`config.mk`:
```
export PLATFORM = sky130hd
export DESIGN_NAME = replay_counter_filter
export DESIGN_NICKNAME = d
export VERILOG_FILES = /design/src/hw/rtl/rcf_pkg.sv /design/src/hw/rtl/rcf_ram.sv /design/src/hw/rtl/rcf_ctrl.sv /design/src/hw/rtl/replay_counter_filter.sv
export SDC_FILE = /design/constraint.sdc
export NUM_CORES = 1
export LEC_CHECK = 0
export ABC_AREA = 1
export CELL_PAD_IN_SITES_DETAIL_PLACEMENT = 0
export CELL_PAD_IN_SITES_GLOBAL_PLACEMENT = 1
export CORE_ASPECT_RATIO = 1.2
export CORE_MARGIN = 2
export CORE_UTILIZATION = 47
export CTS_CLUSTER_SIZE = 12
export DETAILED_ROUTE_END_ITERATION = 6
export DONT_BUFFER_PORTS = 1
export GPL_TIMING_DRIVEN = 0
export PLACE_DENSITY_LB_ADDON = 0.1
export SKIP_CTS_REPAIR_TIMING = 1
export SLEW_MARGIN = 30
export SYNTH_ARGS = -nofsm -noshare
export SYNTH_HDL_FRONTEND = slang
export SYNTH_HIERARCHICAL = 1
export SYNTH_SLANG_ARGS = --single-unit
export TNS_END_PERCENT = 10
```
`constraint.sdc`:
```
create_clock -name clk -period 12.5 [get_ports clk]
set_input_delay 3.125 -clock clk [delete_from_list [all_inputs] [get_ports clk]]
set_output_delay 3.125 -clock clk [all_outputs]
set_load 0.02 [all_outputs]
```
`src/hw/rtl/rcf_pkg.sv`:
```
// Shared constants and types for the replay counter filter.
`default_nettype none

package rcf_pkg;

  localparam int SLOTS    = 8;
  localparam int EID_BITS = 64;
  localparam int SLOT_W   = $clog2(SLOTS);
  localparam int ID_W     = 64;
  localparam int CNT_W    = 32;
  localparam int ENT_W    = EID_BITS + CNT_W;
  localparam int IN_W     = ID_W + CNT_W;
  localparam int OUT_W    = 8;

  localparam logic OP_CHECK = 1'b0;
  localparam logic OP_CLEAR = 1'b1;

  typedef struct packed {
    logic was_known;
    logic is_replay;
  } res_t;

endpackage

`default_nettype wire

```
`src/hw/rtl/rcf_ram.sv`:
```
// Simple dual-port RAM, one write and one registered read port.
`default_nettype none

module rcf_ram #(
  parameter int DEPTH = 8,
  parameter int WIDTH = 96
) (
  input  wire logic                     clk,
  input  wire logic                     we,
  input  wire logic [$clog2(DEPTH)-1:0] waddr,
  input  wire logic [WIDTH-1:0]         wdata,
  input  wire logic [$clog2(DEPTH)-1:0] raddr,
  output logic      [WIDTH-1:0]         rdata
);

  logic [WIDTH-1:0] mem [DEPTH];

  always_ff @(posedge clk) begin
    if (we) begin
      mem[waddr] <= wdata;
    end
  end

  always_ff @(posedge clk) begin
    rdata <= mem[raddr];
  end

endmodule

`default_nettype wire

```
`src/hw/rtl/rcf_ctrl.sv`:
```
// Slot scan sequencer: valid bits, insert pointer, table memory read-modify-write.
`default_nettype none

module rcf_ctrl (
  input  wire logic                clk,
  input  wire logic                rst,
  input  wire logic                in_valid,
  output logic                     in_ready,
  input  wire logic                in_op,
  input  wire logic [rcf_pkg::ID_W-1:0]  in_id,
  input  wire logic [rcf_pkg::CNT_W-1:0] in_cnt,
  output logic                     res_valid,
  input  wire logic                res_take,
  output rcf_pkg::res_t            res
);
  import rcf_pkg::*;

  localparam logic [1:0] ST_IDLE = 2'd0;
  localparam logic [1:0] ST_SCAN = 2'd1;
  localparam logic [1:0] ST_DONE = 2'd2;

  localparam logic [SLOT_W-1:0] LAST_SLOT = SLOT_W'(SLOTS - 1);

  logic [1:0]          state;
  logic [SLOT_W-1:0]   scan_idx;
  logic [SLOT_W-1:0]   chk_idx;
  logic                chk_on;
  logic [SLOT_W-1:0]   ptr;
  logic [SLOTS-1:0]    slot_valid;
  logic [EID_BITS-1:0] key_id;
  logic [CNT_W-1:0]    key_cnt;

  logic                we;
  logic [SLOT_W-1:0]   waddr;
  logic [ENT_W-1:0]    rdata;
  logic [EID_BITS-1:0] rd_id;
  logic [CNT_W-1:0]    rd_cnt;
  logic                hit;
  logic                replay;
  logic                miss;

  rcf_ram #(
    .DEPTH (SLOTS),
    .WIDTH (ENT_W)
  ) u_ram (
    .clk   (clk),
    .we    (we),
    .waddr (waddr),
    .wdata ({key_id, key_cnt}),
    .raddr (scan_idx),
    .rdata (rdata)
  );

  assign rd_id  = rdata[ENT_W-1:CNT_W];
  assign rd_cnt = rdata[CNT_W-1:0];

  assign in_ready  = (state == ST_IDLE);
  assign res_valid = (state == ST_DONE);

  assign hit    = (state == ST_SCAN) && chk_on && slot_valid[chk_idx] && (rd_id == key_id);
  assign replay = key_cnt <= rd_cnt;
  assign miss   = (state == ST_SCAN) && chk_on && !hit && (chk_idx == LAST_SLOT);

  always_comb begin
    we    = 1'b0;
    waddr = ptr;
    if (hit && !replay) begin
      we    = 1'b1;
      waddr = chk_idx;
    end else if (miss) begin
      we    = 1'b1;
    end
  end

  always_ff @(posedge clk) begin
    if (rst) begin
      state      <= ST_IDLE;
      scan_idx   <= '0;
      chk_idx    <= '0;
      chk_on     <= 1'b0;
      ptr        <= '0;
      slot_valid <= '0;
    end else begin
      case (state)
        ST_IDLE: begin
          if (in_valid) begin
            chk_on   <= 1'b0;
            scan_idx <= '0;
            if (in_op == OP_CLEAR) begin
              slot_valid <= '0;
              ptr        <= '0;
              state      <= ST_DONE;
            end else begin
              state <= ST_SCAN;
            end
          end
        end
        ST_SCAN: begin
          chk_idx <= scan_idx;
          if (scan_idx != LAST_SLOT) begin
            scan_idx <= scan_idx + 1'b1;
          end
          if (hit) begin
            chk_on <= 1'b0;
            state  <= ST_DONE;
          end else if (miss) begin
            chk_on          <= 1'b0;
            slot_valid[ptr] <= 1'b1;
            ptr             <= (ptr == LAST_SLOT) ? '0 : ptr + 1'b1;
            state           <= ST_DONE;
          end else begin
            chk_on <= 1'b1;
          end
        end
        ST_DONE: begin
          if (res_take) begin
            state <= ST_IDLE;
          end
        end
        default: state <= ST_IDLE;
      endcase
    end
  end

  always_ff @(posedge clk) begin
    if (state == ST_IDLE && in_valid) begin
      key_id        <= in_id[EID_BITS-1:0];
      key_cnt       <= in_cnt;
      res.was_known <= 1'b0;
      res.is_replay <= 1'b0;
    end else if (hit) begin
      res.was_known <= 1'b1;
      res.is_replay <= replay;
    end
  end

endmodule

`default_nettype wire

```
`src/hw/rtl/replay_counter_filter.sv`:
```
// Top level of the replay counter filter.
//
//   group  dir  tdata                                   tuser
//   s_*    in   [63:0] sender_id, [95:64] msg_count     [0] op (0 check, 1 clear)
//   m_*    out  [0] is_replay, [1] was_known, [7:2] 0   -
//
// One word at a time: a check word is scanned one slot per cycle through the
// table memory read port, up to all SLOTS slots; a hit ends the scan early.
// A clear skips the scan and goes straight to the result.
// Reset empties the table and zeroes the insert pointer at once.
// The output register lets the next word enter while a result is unread.
`default_nettype none

module replay_counter_filter (
  input  wire logic                      clk,
  input  wire logic                      rst,
  input  wire logic                      s_tvalid,
  output logic                           s_tready,
  input  wire logic [rcf_pkg::IN_W-1:0]  s_tdata,  // sender_id, msg_count
  input  wire logic [0:0]                s_tuser,  // op
  output logic                           m_tvalid,
  input  wire logic                      m_tready,
  output logic [rcf_pkg::OUT_W-1:0]      m_tdata   // is_replay, was_known, pad
);
  import rcf_pkg::*;

  logic res_valid;
  logic res_take;
  res_t res;

  assign res_take = res_valid && (!m_tvalid || m_tready);

  rcf_ctrl u_ctrl (
    .clk       (clk),
    .rst       (rst),
    .in_valid  (s_tvalid),
    .in_ready  (s_tready),
    .in_op     (s_tuser[0]),
    .in_id     (s_tdata[ID_W-1:0]),
    .in_cnt    (s_tdata[IN_W-1:ID_W]),
    .res_valid (res_valid),
    .res_take  (res_take),
    .res       (res)
  );

  always_ff @(posedge clk) begin
    if (rst) begin
      m_tvalid <= 1'b0;
    end else if (res_take) begin
      m_tvalid <= 1'b1;
    end else if (m_tready) begin
      m_tvalid <= 1'b0;
    end
  end

  always_ff @(posedge clk) begin
    if (res_take) begin
      m_tdata <= {{(OUT_W - 2){1'b0}}, res.was_known, res.is_replay};
    end
  end

endmodule

`default_nettype wire

```
==> metrics.md <==
| Metric | Value |
|---|---|
| CP cell instances | ha_1, nand2_1, inv_1, nand2_1, nor2_1, nand2_1, nor3_2, nor2_2, and2_1, buf_6, nand2_1, o21ai_2, inv_1, nand2_1, nor2_4, buf_16, buf_16, buf_16, buf_16, buf_16 |
| Vias | roughly 26,000 |
| Endpoint class of the critical path | flop |
| I/O pins | around 110 |
| WHS | around 0.42 ns |
| Final instance area | 48,100 um2 |
| Synthesized area | 41,800 um2 |
| Fmax | ~220 MHz |
| Crit-path max FO | 15 |
| Clock-pin slew on the worst setup and hold paths | roughly 0.060 ns |
| # diodes | 0 |
| Fin crit share | ~37% |
| RSZ-0062 raised after global routing | false |
| P_leak | 0.0217 uW |
| Slew Limit Fails | 0 |
| Post-synthesis cell type count | 35 |
| Clock H-tree levels | 3 |
| Layout area overhead | 14.9% |
| Crit path launch type | flop |
| Initial core utilization | roughly 48% |
| DP HPWL | a little under 70,000 um |
| Nets | between 4,000 and 5,000 |
| Global-route wire length before repair | 157,000 um |
| Final hold violations | 0 |
| Die Ht | 331 um |
| Final ANT Viol Nets | 0 |
| Drt via density | about 4.8 |
| CP Data Arrival Time | 4.98 ns |
| Worst path required time | between 10 and 15 ns |
| Row cnt | between 100 and 150 |
| Synth Flop Type | edfxtp_1 |
| Minimum clock period | 4.60 ns |
| Num CTS Buffers | slightly above 100 |
| Synth warn | 6 |
| Remaining DRCs | 0 |
| Chip Width | 276 um |
| Largest cells by area after synthesis | edfxtp_1 (62%), nand2_1 (13%), inv_1 (8.3%) |
| Die Area | between 90,000 and 100,000 um2 |
| Peak VDD IR | 120 uV |
| Clock sink count | 985 |
| DR pass1 iterations | 5 |
| Final setup violation count | 0 |
| Status | finished clean |
| Max stage delay cell, worst path | nor3_2 |
| DRT Wirelength | about 100,000 um |
| Number of synthesized flops with an enable pin | just under 900 |
| Largest net degree at the start of global routing | 25 |
| Placer congestion estimate | between 0.7 and 0.8 |
| Clock Skew | around 0.021 ns |
| Clock buffer depth | 3 |
| Initial DRC count | roughly 1,700 |
| TritonCTS clock tree | done |
| Yosys reg bits | approximately 990 |
| Grt ovf | 0 |
| Per-cell routed wire length | around 19 um |
| Worst Max-Slew Pin Slew | around 0.75 ns |
| Vias in the first global route | 25,433 |
| HP Class | reg2reg |
| Yosys top cell by area | edfxtp_1 |
| Clk Latency, worst-skew pair | between 0.6 and 0.7 ns |
| Critical path's largest stage delay | 0.56 ns |
| Average cell area after synthesis | a little over 10 um2 |
| Post-Synthesis Cells | approximately 4,100 |
| Layout cell share with drive strength beyond 1 | 8.10% |
| Register area share after synthesis | 67.9% |
| Area after DPL | around 45,000 um2 |
| Yosys top cell area share | 62.2% |
| Root buffer cell | clkbuf_16 |
| Core Area | a little under 90,000 um2 |
| Aggregate global-route resource usage | between 20% and 30% |
| Async S/R FF share, synth | 0% |
| Final setup TNS | 0 ns |
| Max-cap violations | 0 |
| Final core utilization | between 50 and 60% |
| Relative slew margins | 49.9% |
| Initial antenna violation count | 8 |
| IO Port Bufs | 0 |
| Power Density | about 190 nW/um2 |
| Worst Path Class, Setup | reg2reg |
[layer usage]
metal	share of wire [%]	routed length, um	vias up	track usage [%]
met1	43	44400	12476	29.0
met3	4.6	4760	143	3.33
met4	2.0	2090	12	6.19
li1	-	-	13257	-
met2	50	52200	506	41.4
met5	0.077	80	-	0
[synth_stat cells (2+ instances only)]
| cell | instances |
|---|---|
| a21oi_1 | 31 |
| a21oi_2 | 2 |
| buf_1 | 5 |
| buf_2 | 81 |
| buf_4 | 11 |
| buf_6 | 43 |
| clkbuf_1 | 20 |
| dfxtp_1 | 119 |
| edfxtp_1 | 866 |
| ha_1 | 36 |
| inv_1 | 923 |
| inv_2 | 4 |
| nand2_1 | 1438 |
| nand3_1 | 394 |
| nand4_1 | 4 |
| nor2_1 | 83 |
| nor2_2 | 4 |
| nor3_1 | 10 |
| o2111ai_1 | 11 |
| o211ai_1 | 3 |
| o21ai_0 | 13 |
| o21ai_1 | 4 |
| o21ai_2 | 3 |
| xnor2_1 | 11 |
| xor2_1 | 8 |
[metrics by stage]
step / setup slack, ns / power (uW) / cells
final: 7.90 / 8980 / 5544
after global placement: -0.0756 / 6200 / 5291
after floorplan: 4.38 / 5440 / 4142
after global routing: 7.81 / 9480 / 5544
after detailed placement: 7.86 / 6230 / 5351
after CTS: 7.86 / 9090 / 5544
[layout make-up]
class                      instances  area (um2)
fill                            7771       39900
clock buffer                     154        2890
multi-input combinational       2069        8960
sequential                       985       28400
inverter                         928        3490
timing repair buffer              60        1610
buffer                           160        1070
tap                             1149        1440
clock inverter                    39         216
[critical path: cells and delay by family (launching register included)]
family                   cells  cell delay, ns
AND/OR/NAND/NOR             10            2.13
AO/OA/AOI/OAI                1            0.06
buffers and inverters        8            1.17
adder cells (fa/ha/maj)      1            0.36
flip-flops                   1            0.53
[layout by cell type, fill, tap and decap left out, types with 36 or more instances in the layout]
cell       count
buf_2         81
nand2_1     1438
nand3_1      394
clkbuf_1      61
inv_1        923
buf_16        56
clkbuf_16    105
dfxtp_1      119
nor2_1        74
ha_1          36
buf_6         43
edfxtp_1     866
[sequential cells by signal (all words and copies together) (netlist names)]
signal	count
m_tdata	2
m_tvalid	1
u_ctrl/chk_idx	3
u_ctrl/chk_on	1
u_ctrl/key_cnt	32
u_ctrl/key_id	64
u_ctrl/ptr	3
u_ctrl/res	2
u_ctrl/scan_idx	3
u_ctrl/slot_valid	8
u_ctrl/state	2
u_ctrl/u_ram/mem	768
u_ctrl/u_ram/rdata	96
[worst paths after layout]
kind | to | depth (start not counted) | slack [ns] | from
worst max register to register | u_ctrl/u_ram/mem[0][12] | 20 | 7.90 | u_ctrl/key_cnt[31]
worst min register to register | m_tdata[1] | 0 | 0.42 | u_ctrl/res[1]
worst max-delay path | u_ctrl/u_ram/mem[0][12] | 20 | 7.90 | u_ctrl/key_cnt[31]
worst min-delay path | m_tdata[1] | 0 | 0.42 | u_ctrl/res[1]
[power by group]
part           internal (uW)  switching [uW]  total [uW]  leakage (uW)
Combinational            623            1360        1980        0.0114
Clock                   1610            1230        2850       0.00152
Sequential              3920             230        4150       0.00883
Total                   6160            2820        8980        0.0217
[cells by family after synthesis]
group                    after synthesis  synth area share (%)
AND/OR/NAND/NOR                     1936                  18.7
buffers and inverters               1088                  10.9
flip-flops                           985                  67.9
AO/OA/AOI/OAI                         72                  1.06
adder cells (fa/ha/maj)               36                  1.08
XOR/XNOR                              19                 0.398
other                                  1               0.00897
Note: power is estimated with default switching activity, not from simulation.
